$ cat config.mk
export PLATFORM = sky130hd
export DESIGN_NAME = xxh_ctrl
export DESIGN_NICKNAME = d
export VERILOG_FILES = /design/src/design/xxh_pkg.sv /design/src/design/xxh_ctrl.sv
export SDC_FILE = /design/constraint.sdc
export NUM_CORES = 1
export LEC_CHECK = 0
export ABC_AREA = 1
export BUFFER_PORTS_ARGS = -buffer_cell sky130_fd_sc_hd__buf_2
export CAP_MARGIN = 30
export CORE_MARGIN = 8
export CORE_UTILIZATION = 50
export DETAILED_ROUTE_END_ITERATION = 16
export GPL_ROUTABILITY_DRIVEN = 0
export GPL_TIMING_DRIVEN = 0
export PLACE_DENSITY = 0.73
export SLEW_MARGIN = 5
export SYNTH_ARGS = -nofsm -noshare
export SYNTH_HDL_FRONTEND = slang
export SYNTH_SLANG_ARGS = --single-unit
$ cat constraint.sdc
create_clock -name i_clk -period 2.3 [get_ports i_clk]
set_input_delay 0.345 -clock i_clk [delete_from_list [all_inputs] [get_ports i_clk]]
set_output_delay 0.345 -clock i_clk [all_outputs]
set_load 0.1 [all_outputs]
$ cat src/design/xxh_pkg.sv
// Shared types, constants and command codes for the XXH64 stream hasher.
package xxh_pkg;

    localparam logic [63:0] PR1 = 64'd11400714785074694791;
    localparam logic [63:0] PR2 = 64'd14029467366897019727;
    localparam logic [63:0] PR3 = 64'd1609587929392839161;
    localparam logic [63:0] PR4 = 64'd9650029242287828579;
    localparam logic [63:0] PR5 = 64'd2870177450012600261;

    // datapath operations
    localparam logic [3:0] OP_NONE      = 4'd0;
    localparam logic [3:0] OP_INIT      = 4'd1;
    localparam logic [3:0] OP_LANE_ROT  = 4'd2;
    localparam logic [3:0] OP_LANE_WR   = 4'd3;
    localparam logic [3:0] OP_MERGE0    = 4'd4;
    localparam logic [3:0] OP_MERGE_ADD = 4'd5;
    localparam logic [3:0] OP_T_ROT31   = 4'd6;
    localparam logic [3:0] OP_H_XOR     = 4'd7;
    localparam logic [3:0] OP_T_ROT_H   = 4'd8;
    localparam logic [3:0] OP_H_P_ADD   = 4'd9;
    localparam logic [3:0] OP_H_SEED    = 4'd10;
    localparam logic [3:0] OP_H_LEN     = 4'd11;
    localparam logic [3:0] OP_H_AVAL33  = 4'd12;
    localparam logic [3:0] OP_H_XSH29   = 4'd13;
    localparam logic [3:0] OP_OUT       = 4'd14;

    // multiplier operand sources
    localparam logic [2:0] SRC_BUF  = 3'd0;
    localparam logic [2:0] SRC_WORD = 3'd1;
    localparam logic [2:0] SRC_LANE = 3'd2;
    localparam logic [2:0] SRC_T    = 3'd3;
    localparam logic [2:0] SRC_H    = 3'd4;
    localparam logic [2:0] SRC_WLO  = 3'd5;
    localparam logic [2:0] SRC_BYTE = 3'd6;

    // constant selects
    localparam logic [2:0] K_PR1  = 3'd0;
    localparam logic [2:0] K_PR2  = 3'd1;
    localparam logic [2:0] K_PR3  = 3'd2;
    localparam logic [2:0] K_PR4  = 3'd3;
    localparam logic [2:0] K_PR5  = 3'd4;
    localparam logic [2:0] K_ZERO = 3'd5;

    // rotate selects
    localparam logic [1:0] ROT27 = 2'd0;
    localparam logic [1:0] ROT23 = 2'd1;
    localparam logic [1:0] ROT11 = 2'd2;

    typedef struct packed {
        logic [3:0] op;
        logic       mul_start;
        logic [2:0] msrc;
        logic [2:0] ksel;
        logic [1:0] rsel;
        logic [2:0] idx;
    } t_cmd;

    typedef struct packed {
        logic       fold;
        logic       last;
        logic       live;
        logic [1:0] fill;
        logic [3:0] cnt;
        logic       out_busy;
        logic       mul_done;
    } t_stat;

    function automatic logic [63:0] rotl64(input logic [63:0] x, input int r);
        return (x << r) | (x >> (64 - r));
    endfunction

    function automatic logic [63:0] kval(input logic [2:0] sel);
        logic [63:0] k;
        case (sel)
            K_PR1:   k = PR1;
            K_PR2:   k = PR2;
            K_PR3:   k = PR3;
            K_PR4:   k = PR4;
            K_PR5:   k = PR5;
            default: k = 64'd0;
        endcase
        return k;
    endfunction

endpackage

$ cat src/design/xxh_ctrl.sv
// Controller: sequences stripe folds and the finalization steps.
module xxh_ctrl import xxh_pkg::*; (
    input  logic  i_clk,
    input  logic  i_rst_n,
    input  logic  i_accept,
    input  t_stat i_stat,
    output t_cmd  o_cmd,
    output logic  o_idle
);
    localparam logic [5:0] S_IDLE = 6'd0,  S_DECIDE = 6'd1,  S_F_M1 = 6'd2,  S_F_A = 6'd3,
                           S_F_M2 = 6'd4,  S_F_W = 6'd5,     S_POST = 6'd6,  S_MRG0 = 6'd7,
                           S_MRG2 = 6'd8,  S_MRG3 = 6'd9,    S_R_M1 = 6'd10, S_R_T = 6'd11,
                           S_R_M2 = 6'd12, S_R_X = 6'd13,    S_R_M3 = 6'd14, S_R_A = 6'd15,
                           S_SEED = 6'd16, S_LEN = 6'd17,    S_B_CHK = 6'd18, S_B_M1 = 6'd19,
                           S_B_T = 6'd20,  S_B_M2 = 6'd21,   S_B_X = 6'd22,  S_B_R = 6'd23,
                           S_B_M3 = 6'd24, S_B_A = 6'd25,    S_TAIL = 6'd26, S_W_M1 = 6'd27,
                           S_W_X = 6'd28,  S_W_R = 6'd29,    S_W_M2 = 6'd30, S_W_A = 6'd31,
                           S_Y_CHK = 6'd32, S_Y_M1 = 6'd33,  S_Y_X = 6'd34,  S_Y_R = 6'd35,
                           S_Y_M2 = 6'd36, S_Y_A = 6'd37,    S_V1 = 6'd38,   S_V_M1 = 6'd39,
                           S_V2 = 6'd40,   S_V_M2 = 6'd41,   S_OUT = 6'd42;

    logic [5:0] r_state, n_state;
    logic [2:0] r_idx, n_idx;
    logic       r_mwait, n_mwait;
    logic       is_mul, mul_fin;

    assign mul_fin = r_mwait && i_stat.mul_done;

    always_comb begin
        n_state = r_state;
        n_idx   = r_idx;
        is_mul  = 1'b0;
        o_cmd   = '0;
        o_cmd.op  = OP_NONE;
        o_cmd.idx = r_idx;
        case (r_state)
            S_IDLE: begin
                if (i_accept) n_state = S_DECIDE;
            end
            S_DECIDE: begin
                if (i_stat.fold) begin
                    o_cmd.op = OP_INIT;
                    n_idx    = 3'd0;
                    n_state  = S_F_M1;
                end else begin
                    n_state = S_POST;
                end
            end
            S_F_M1: begin
                is_mul     = 1'b1;
                o_cmd.msrc = (r_idx[1:0] == 2'd3) ? SRC_WORD : SRC_BUF;
                o_cmd.ksel = K_PR2;
                if (mul_fin) n_state = S_F_A;
            end
            S_F_A: begin
                o_cmd.op = OP_LANE_ROT;
                n_state  = S_F_M2;
            end
            S_F_M2: begin
                is_mul     = 1'b1;
                o_cmd.msrc = SRC_H;
                o_cmd.ksel = K_PR1;
                if (mul_fin) n_state = S_F_W;
            end
            S_F_W: begin
                o_cmd.op = OP_LANE_WR;
                n_idx    = r_idx + 3'd1;
                n_state  = (r_idx[1:0] == 2'd3) ? S_POST : S_F_M1;
            end
            S_POST: begin
                if (!i_stat.last)     n_state = S_IDLE;
                else if (i_stat.live) n_state = S_MRG0;
                else                  n_state = S_SEED;
            end
            S_MRG0: begin
                o_cmd.op = OP_MERGE0;
                n_idx    = 3'd2;
                n_state  = S_MRG2;
            end
            S_MRG2: begin
                o_cmd.op = OP_MERGE_ADD;
                n_idx    = 3'd3;
                n_state  = S_MRG3;
            end
            S_MRG3: begin
                o_cmd.op = OP_MERGE_ADD;
                n_idx    = 3'd0;
                n_state  = S_R_M1;
            end
            S_R_M1: begin
                is_mul     = 1'b1;
                o_cmd.msrc = SRC_LANE;
                o_cmd.ksel = K_PR2;
                if (mul_fin) n_state = S_R_T;
            end
            S_R_T: begin
                o_cmd.op = OP_T_ROT31;
                n_state  = S_R_M2;
            end
            S_R_M2: begin
                is_mul     = 1'b1;
                o_cmd.msrc = SRC_T;
                o_cmd.ksel = K_PR1;
                if (mul_fin) n_state = S_R_X;
            end
            S_R_X: begin
                o_cmd.op = OP_H_XOR;
                n_state  = S_R_M3;
            end
            S_R_M3: begin
                is_mul     = 1'b1;
                o_cmd.msrc = SRC_H;
                o_cmd.ksel = K_PR1;
                if (mul_fin) n_state = S_R_A;
            end
            S_R_A: begin
                o_cmd.op   = OP_H_P_ADD;
                o_cmd.ksel = K_PR4;
                n_idx      = r_idx + 3'd1;
                n_state    = (r_idx[1:0] == 2'd3) ? S_LEN : S_R_M1;
            end
            S_SEED: begin
                o_cmd.op = OP_H_SEED;
                n_state  = S_LEN;
            end
            S_LEN: begin
                o_cmd.op = OP_H_LEN;
                n_idx    = 3'd0;
                n_state  = S_B_CHK;
            end
            S_B_CHK: n_state = (r_idx[1:0] < i_stat.fill) ? S_B_M1 : S_TAIL;
            S_B_M1: begin
                is_mul     = 1'b1;
                o_cmd.msrc = SRC_BUF;
                o_cmd.ksel = K_PR2;
                if (mul_fin) n_state = S_B_T;
            end
            S_B_T: begin
                o_cmd.op = OP_T_ROT31;
                n_state  = S_B_M2;
            end
            S_B_M2: begin
                is_mul     = 1'b1;
                o_cmd.msrc = SRC_T;
                o_cmd.ksel = K_PR1;
                if (mul_fin) n_state = S_B_X;
            end
            S_B_X: begin
                o_cmd.op = OP_H_XOR;
                n_state  = S_B_R;
            end
            S_B_R: begin
                o_cmd.op   = OP_T_ROT_H;
                o_cmd.rsel = ROT27;
                n_state    = S_B_M3;
            end
            S_B_M3: begin
                is_mul     = 1'b1;
                o_cmd.msrc = SRC_T;
                o_cmd.ksel = K_PR1;
                if (mul_fin) n_state = S_B_A;
            end
            S_B_A: begin
                o_cmd.op   = OP_H_P_ADD;
                o_cmd.ksel = K_PR4;
                n_idx      = r_idx + 3'd1;
                n_state    = S_B_CHK;
            end
            S_TAIL: begin
                n_idx = 3'd0;
                if (i_stat.cnt < 4'd8 && i_stat.cnt >= 4'd4) n_state = S_W_M1;
                else                                         n_state = S_Y_CHK;
            end
            S_W_M1: begin
                is_mul     = 1'b1;
                o_cmd.msrc = SRC_WLO;
                o_cmd.ksel = K_PR1;
                if (mul_fin) n_state = S_W_X;
            end
            S_W_X: begin
                o_cmd.op = OP_H_XOR;
                n_state  = S_W_R;
            end
            S_W_R: begin
                o_cmd.op   = OP_T_ROT_H;
                o_cmd.rsel = ROT23;
                n_state    = S_W_M2;
            end
            S_W_M2: begin
                is_mul     = 1'b1;
                o_cmd.msrc = SRC_T;
                o_cmd.ksel = K_PR2;
                if (mul_fin) n_state = S_W_A;
            end
            S_W_A: begin
                o_cmd.op   = OP_H_P_ADD;
                o_cmd.ksel = K_PR3;
                n_idx      = 3'd4;
                n_state    = S_Y_CHK;
            end
            S_Y_CHK: begin
                if (i_stat.cnt < 4'd8 && {1'b0, r_idx} < i_stat.cnt) n_state = S_Y_M1;
                else                                                  n_state = S_V1;
            end
            S_Y_M1: begin
                is_mul     = 1'b1;
                o_cmd.msrc = SRC_BYTE;
                o_cmd.ksel = K_PR5;
                if (mul_fin) n_state = S_Y_X;
            end
            S_Y_X: begin
                o_cmd.op = OP_H_XOR;
                n_state  = S_Y_R;
            end
            S_Y_R: begin
                o_cmd.op   = OP_T_ROT_H;
                o_cmd.rsel = ROT11;
                n_state    = S_Y_M2;
            end
            S_Y_M2: begin
                is_mul     = 1'b1;
                o_cmd.msrc = SRC_T;
                o_cmd.ksel = K_PR1;
                if (mul_fin) n_state = S_Y_A;
            end
            S_Y_A: begin
                o_cmd.op   = OP_H_P_ADD;
                o_cmd.ksel = K_ZERO;
                n_idx      = r_idx + 3'd1;
                n_state    = S_Y_CHK;
            end
            S_V1: begin
                o_cmd.op = OP_H_AVAL33;
                n_state  = S_V_M1;
            end
            S_V_M1: begin
                is_mul     = 1'b1;
                o_cmd.msrc = SRC_H;
                o_cmd.ksel = K_PR2;
                if (mul_fin) n_state = S_V2;
            end
            S_V2: begin
                o_cmd.op = OP_H_XSH29;
                n_state  = S_V_M2;
            end
            S_V_M2: begin
                is_mul     = 1'b1;
                o_cmd.msrc = SRC_H;
                o_cmd.ksel = K_PR3;
                if (mul_fin) n_state = S_OUT;
            end
            S_OUT: begin
                if (!i_stat.out_busy) begin
                    o_cmd.op = OP_OUT;
                    n_state  = S_IDLE;
                end
            end
            default: n_state = S_IDLE;
        endcase

        // start the multiplier once per multiply state, then wait for it
        n_mwait = r_mwait;
        if (is_mul) begin
            o_cmd.mul_start = !r_mwait;
            if (!r_mwait)     n_mwait = 1'b1;
            else if (mul_fin) n_mwait = 1'b0;
        end
    end

    always_ff @(posedge i_clk) begin
        if (!i_rst_n) begin
            r_state <= S_IDLE;
            r_idx   <= 3'd0;
            r_mwait <= 1'b0;
        end else begin
            r_state <= n_state;
            r_idx   <= n_idx;
            r_mwait <= n_mwait;
        end
    end

    assign o_idle = (r_state == S_IDLE);
endmodule

# After elaboration in Yosys (flattened, before gate mapping)

Cells that the tools add are included.

Register bits: 10
Latch bits: 0
RAM bits: 0
ROM bits: 0
Bits of input ports: 14
Output and inout port bits: 17
Word-level logic and storage cells: 129
Memories kept: 0

Add/sub/neg operators: 1
Multiply operators: 0
Divide/modulo/power cells: 0
Magnitude comparators: 4
Equal/unequal tests: 60
Shifts and indexed selects: 0
Muxes and demuxes: 38
Bitwise logic cells: 0
Reductions and logical operators: 23

Operator list:

| operator             | number |
|---|---|
| $pmux W6 S41         | 1 |
| $mux W6              | 17 |
| $eq A6 B5 Y1 const B | 16 |
| $eq A6 B6 Y1 const B | 11 |
| $pmux W4 S14         | 1 |
| $eq A6 B4 Y1 const B | 8 |
| $pmux W3 S6          | 2 |
| $ne A2 B2 Y1 const B | 17 |
| $eq A6 B3 Y1 const B | 4 |
| $reduce_and A16 Y1   | 1 |
| $reduce_or A4 Y1     | 4 |
| $mux W5              | 3 |
| $pmux W3 S5          | 1 |
| $reduce_or A14 Y1    | 1 |
| $eq A6 B2 Y1 const B | 2 |
| $mux W3              | 4 |
| $reduce_or A2 Y1     | 6 |
| $reduce_or A5 Y1     | 2 |
| $mux W4              | 2 |
| $eq A6 B1 Y1 const B | 1 |
| $logic_not A6 Y1     | 1 |
| $mux W1              | 6 |
| $reduce_bool A6 Y1   | 1 |
| $reduce_or A3 Y1     | 2 |
| other kinds (10)     | 12 |

# Longest topological paths before layout

Gate-level depths: netlist of run 1.

Word-level depth: 4
Gate-level depth with buffers: 12
Gate-level depth less buffers: 12

# Worst setup path after synthesis of run 1

No wires, ideal clock.

Path type: register to output
Start point: register r_state[5]
End point: output o_cmd[15] in the netlist's numbering
Arrival: 3.195 ns
Data required time: 1.955 ns
Slack: -1.240 ns
Stages on the path, launching flop included: 7
Buffers on the path: 0
Cell sequence: dfxtp_1 inv_2 nor2_2 inv_1 nor2_1 nor3_1 nand4_1

RTL lines:

| item                     | line            | source |
|---|---|---|
| start: declaration       | xxh_ctrl.sv:22  | `logic [5:0] r_state, n_state;` |
| start signal: assignment | xxh_ctrl.sv:276 | `r_state <= n_state;` |
| end: declaration         | xxh_ctrl.sv:7   | `output t_cmd o_cmd,` |

==> results of run 1 <==
==> layer usage <==
metal  vias to the layer above  share of wire (%)  track usage [%]
li1                       1141                  -                -
met1                      1029                 39            29.17
met2                       168                 44            35.14
met3                        41                 11            2.456
met4                         0                5.2            12.20
met5                         -                  0                0
==> synthesized netlist by cell type (5+ instances only) <==
cell     count  area [µm²]
nor3_1       8       40.04
nand4_1     11       68.82
nand3_1     42       210.2
nor2_2       5       31.28
dfxtp_1     10       200.2
a21oi_1     16       80.08
inv_1       31       116.4
nor2_1      60       225.2
o21ai_0      6       30.03
nand2_1    107       401.6
==> worst max path at each step <==
stage	endpoint	slack, ns	cells after the start
3_5_place_dp	o_cmd[15]	-0.09	7
6_report	o_cmd[11]	0.06	9
3_3_place_gp	o_cmd[15]	-0.06	7
2_1_floorplan	o_cmd[15]	-0.41	7
5_1_grt	o_cmd[11]	-0.008	9
4_1_cts	o_cmd[11]	0.03	10
==> timing repair <==
action / 4_1_cts / 5_1_grt
setup endpoints to repair: 9 / 8
endpoints found under the hold margin: 0 / 0
pin swaps: 1 / 3
buffers inserted: 2 / 0
gates resized for setup: 20 / 36
==> worst max-delay path, stage by stage, from the launching register on <==
cell      delay, ns
dfxtp_4        0.39
nor2_2         0.06
clkbuf_4       0.20
nand3_2        0.13
nand2_1        0.07
nor2_2         0.14
nand2_1        0.10
nor3_4         0.28
nor2_2         0.08
buf_12         0.17
==> registers in the layout, indices dropped and copies added, names as in the netlist <==
name / count
r_state: 6
r_idx: 3
r_mwait: 1
==> through the flow <==
stage | util (%) | area [µm²] | setup slack [ns]
6_report | 65.75 | 2142 | 0.05517
5_1_grt | 65.75 | 2142 | -0.007995
4_1_cts | 62.21 | 2027 | 0.03017
3_5_place_dp | 59.10 | 1926 | -0.09186
3_3_place_gp | 59.10 | 1926 | -0.05792
2_1_floorplan | - | 1718 | -0.4133
==> cells in the final DEF (no fill, tap or decap) <==
master,count
a21boi_0,1
a21oi_1,16
buf_12,1
buf_2,21
buf_4,8
buf_6,5
clkbuf_1,1
clkbuf_4,5
dfxtp_1,2
dfxtp_4,8
ha_1,3
ha_4,1
inv_1,28
inv_2,5
inv_4,2
nand2_1,100
nand2_2,7
nand2_4,2
nand3_1,36
nand3_2,10
nand4_1,11
nor2_1,52
nor2_2,8
nor2_4,9
nor3_1,7
nor3_2,1
nor3_4,2
nor4_1,1
nor4_2,1
o211ai_1,1
o21ai_0,6
o21ai_1,1
xor2_1,1
==> cell type report <==
type	instances	area share, %
multi-input combinational	277	67.00
sequential	10	10.75
timing repair buffer	32	10.05
inverter	35	6.367
tap	46	2.687
buffer	5	1.928
clock buffer	4	1.227
==> kinds of logic (layout without fill, tap and decap cells) <==
group | count (synthesis) | after routing | synth area share [%]
adder cells (fa/ha/maj) | 4 | 4 | 3.010
flip-flops | 10 | 10 | 12.04
XOR/XNOR | 1 | 1 | 0.5268
AND/OR/NAND/NOR | 247 | 247 | 66.89
AO/OA/AOI/OAI | 25 | 25 | 7.826
buffers and inverters | 40 | 76 | 9.706
==> where the power goes <==
part | switching (mW) | internal [mW]
Clock | 0.0565 | 0.0668
Combinational | 1.23 | 0.418
Sequential | 0.0980 | 0.245
Total | 1.38 | 0.730
==> impl_metrics.env, run 1 <==
export IMPL_status="completed"
export IMPL_nets=382
export IMPL_finalHoldViolCount=0
export IMPL_report_final_slew_viol_count=0
export IMPL_critPathKind="register to primary output"
export IMPL_rows=21
export IMPL_drv_cap=0
export IMPL_ys_types=25
export IMPL_die_h_um=73.67
export IMPL_io_buffers=30
export IMPL_max_freq_mhz=445.5
export IMPL_finalSetupTns_ns=0
export IMPL_grt_max_degree=11
export IMPL_register_area_um2=230.2
export IMPL_layout_min_cycle_time_ns=2.245
export IMPL_dp_cells=403
export IMPL_start_util_pct=51.04
export IMPL_fin_cells=409
export IMPL_hold_worst_slack_ns=0.3430
export IMPL_async_reset_ff_share_pct=0
export IMPL_powerDensity_nw_per_um2=986.5
export IMPL_wl_mm=6.112
export IMPL_routed_via_density=5.817
export IMPL_core_um2=3258
export IMPL_ys_ff_latch=10
export IMPL_clk_insertion_delay_late_ns=0.26
export IMPL_dieArea_um2=5427
export IMPL_yosysSeqAreaShare_pct=12.04
export IMPL_synth_cells=327
export IMPL_critPathRequiredTime_ns=1.96
export IMPL_grt_overflow_total=0
export IMPL_leakage_nw=1.319
export IMPL_synth_nets=345
export IMPL_crit_start="r_state[4]"
export IMPL_grtUsageTotal_pct=22.50
export IMPL_r2r_start="r_state[1]"
export IMPL_ant_nets=0
export IMPL_cts_tree="yes"
export IMPL_final_period_utilization_pct=97.60
export IMPL_hold_buffers=0
export IMPL_worstRegToRegCells=10
export IMPL_cts_max_level=1
export IMPL_cts_sinks=10
export IMPL_drcViolationCount=0
export IMPL_avgSynthCellArea_um2=5.085
export IMPL_multiInputGateArea_um2=1435
export IMPL_r2r_slack_ns=0.52
export IMPL_setup_viol=0
export IMPL_worst_path_max_fanout=10
export IMPL_r2r_end="r_state[0]"
export IMPL_worstHoldPathCells=3
export IMPL_yosys_warnings=0
export IMPL_min_to="r_idx[0]"
export IMPL_hold_start="i_rst_n"
export IMPL_netlist_area_um2=1663
export IMPL_tightest_slew_ns=0.4918
export IMPL_drt_initial_drc_count=363
export IMPL_fin_worst_skew_ns=0.008335
export IMPL_clk_pin_slew_worst_paths_ns=0.07
export IMPL_cts_max_path_buffers=2
export IMPL_maxSlewHeadroom_pct=67.44
export IMPL_dpl_hpwl_mm=4.783
export IMPL_vias=2379
export IMPL_cp_end_kind="primary output"
export IMPL_synth_enable_flop_cells=0
export IMPL_vdd_drop_max_mv=0.9147
export IMPL_power_mw=2.113
export IMPL_clockRootBuffer="clkbuf_4"
export IMPL_antenna_found_initial=0
export IMPL_crit_arrival_ns=1.90
export IMPL_grt_pass1_vias=2086
export IMPL_pin_count=31
export IMPL_min_path_type="input port to register"
export IMPL_final_layout_size_suffix_gt1_share_pct=26.45
export IMPL_num_fill_cells=343
export IMPL_numCtsBuffers=3
export IMPL_startpoint_type="register"
export IMPL_firstDrtPassIters=6
export IMPL_fp_dieW_um=73.67
export IMPL_synth_flop_cell="dfxtp_1"
export IMPL_syn_to_final_growth_pct=28.82
export IMPL_antenna_cells=0
export IMPL_wl_per_cell_um=14.94
export IMPL_grt_pass1_wl_mm=9.680
No activity file was read; power rests on OpenSTA's default activity.
==> run 2, diff against run 1 <==
--- a/config.mk
+++ b/config.mk
@@ -12,7 +12,6 @@
 export CORE_UTILIZATION = 50
 export DETAILED_ROUTE_END_ITERATION = 16
 export GPL_ROUTABILITY_DRIVEN = 0
-export GPL_TIMING_DRIVEN = 0
 export PLACE_DENSITY = 0.73
 export SLEW_MARGIN = 5
 export SYNTH_ARGS = -nofsm -noshare
==> impl_metrics.env, run 2 (synthesized netlist as in run 1, its figures left out) <==
export IMPL_status="completed"
export IMPL_final_common_cell="nand2_1"
export IMPL_largest_reg_flops=6
export IMPL_finalHoldViolCount=0
export IMPL_hold_worst_slack_ns=0.3470
export IMPL_core_um2=3258
export IMPL_final_period_utilization_pct=97.87
export IMPL_final_layout_size_suffix_gt1_share_pct=26.76
export IMPL_cts_sinks=10
export IMPL_hold_buffers=0
export IMPL_rows=21
export IMPL_clockRootBuffer="clkbuf_4"
export IMPL_drv_cap=0
export IMPL_grt_max_degree=22
export IMPL_start_util_pct=51.04
export IMPL_cts_max_level=1
export IMPL_grt_use_met2_pct=37.60
export IMPL_reg_largest_list="r_state: 6 flops, r_idx: 3 flops, r_mwait: 1 flops"
export IMPL_layout_setup_ws_ns=0.04909
export IMPL_tightest_slew_ns=0.4916
export IMPL_maxSlewHeadroom_pct=67.45
export IMPL_startpoint_type="register"
export IMPL_clk_insertion_delay_late_ns=0.26
export IMPL_pin_count=31
export IMPL_worst_path_max_fanout=6
export IMPL_clk_pin_slew_worst_paths_ns=0.06
export IMPL_num_fill_cells=318
export IMPL_report_final_slew_viol_count=0
export IMPL_ant_nets=0
export IMPL_register_area_um2=227.7
export IMPL_powerDensity_nw_per_um2=976.9
export IMPL_power_mw=2.254
export IMPL_rsz0062_at_grt="yes"
export IMPL_setup_viol=0
export IMPL_use_met3_pct=5.321
export IMPL_cts_max_path_buffers=2
export IMPL_multiInputGateArea_um2=1450
export IMPL_wl_mm=6.648
export IMPL_nets=389
export IMPL_min_path_type="input port to register"
export IMPL_grt_pass1_vias=2293
export IMPL_dieArea_um2=5427
export IMPL_globalRoute_busiestLayer="met2"
export IMPL_drcViolationCount=0
export IMPL_cts_tree="yes"
export IMPL_routed_via_density=6.139
export IMPL_grt_util_met1_pct=30.14
export IMPL_critPathRequiredTime_ns=1.96
export IMPL_pre_cts_slack_ns=0.07205
export IMPL_grt_pass1_wl_mm=10.40
export IMPL_cp_end_kind="primary output"
export IMPL_max_freq_mhz=444.3
export IMPL_worstHoldPathCells=3
export IMPL_die_h_um=73.67
export IMPL_drt_initial_drc_count=799
export IMPL_numCtsBuffers=3
export IMPL_leakage_nw=1.388
export IMPL_antenna_found_initial=0
export IMPL_worstRegToRegCells=12
export IMPL_crit_arrival_ns=1.91
export IMPL_dpl_hpwl_mm=4.778
export IMPL_grt_overflow_total=0
export IMPL_vdd_drop_max_mv=1.073
export IMPL_antenna_cells=0
export IMPL_firstDrtPassIters=11
export IMPL_vias=2554
export IMPL_fp_dieW_um=73.67
export IMPL_fin_worst_skew_ns=0.002949
export IMPL_layout_min_cycle_time_ns=2.251
export IMPL_io_buffers=30
export IMPL_syn_to_final_growth_pct=38.75
export IMPL_largest_register="r_state"
export IMPL_wl_per_cell_um=15.98
export IMPL_critPathKind="register to primary output"
export IMPL_final_cell_mix="nand2_1 (100), nor2_1 (53), nand3_1 (38)"
export IMPL_grtUsageTotal_pct=24.17
-- run 2: changes by cell type in the layout (fill, tap and decap cells not counted), sizes merged --
cell	before	now
nor2	69	71
clkbuf	6	4
buf	35	42
-- run 2: critical path: stages (launching register included) --
cell and delay, ns:
dfxtp_4 0.36, buf_6 0.14, inv_4 0.06, nor2_4 0.05, buf_4 0.17, nand2_4 0.10
nand2_4 0.08, nor2_4 0.10, nand2_2 0.07, nor3_4 0.26, nor2_2 0.09, buf_12 0.17
-- run 2: timing repair --
item	CTS	global route
setup endpoints to repair	9	11
gates resized for setup	8	31
pin swaps	1	5
gates cloned	0	2
setup buffers	4	3
-- run 2: through the flow --
stage | instance area (µm²) | TNS (ns) | util (%) | cells
3_5_place_dp | 2097 | 0 | 64.36 | 404
5_1_grt | 2307 | -0.1494 | 70.81 | 416
4_1_cts | 2181 | 0 | 66.94 | 412
6_report | 2307 | 0 | 70.81 | 416
3_3_place_gp | 2097 | 0 | 64.36 | 404
2_1_floorplan | 1718 | -0.7042 | - | 327
-- run 2: routing by layer --
metal  wire [µm]  vias up  share of wire (%)
met3         970       92                 15
met1        2417     1061                 36
met4         493        0                7.4
li1            -     1151                  -
met5           0        -                  0
met2        2767      250                 42
-- run 2: layout make-up --
class	count	share of cell area (%)
multi-input combinational	279	62.85
timing repair buffer	42	17.73
sequential	10	9.870
inverter	35	5.911
tap	46	2.495
clock buffer	4	1.139
-- run 2: final timing paths --
check,startpoint,endpoint,slack (ns)
max,r_state[5],o_cmd[11],0.05
min,i_rst_n,r_idx[0],0.35
max reg2reg,r_state[4],r_state[1],0.48
min reg2reg,r_idx[0],r_idx[0],0.52
-- run 2: where the power goes --
part	switching (mW)	internal [mW]	total, mW
Sequential	0.0872	0.246	0.333
Clock	0.0550	0.0668	0.122
Combinational	1.27	0.525	1.80
Total	1.42	0.837	2.25
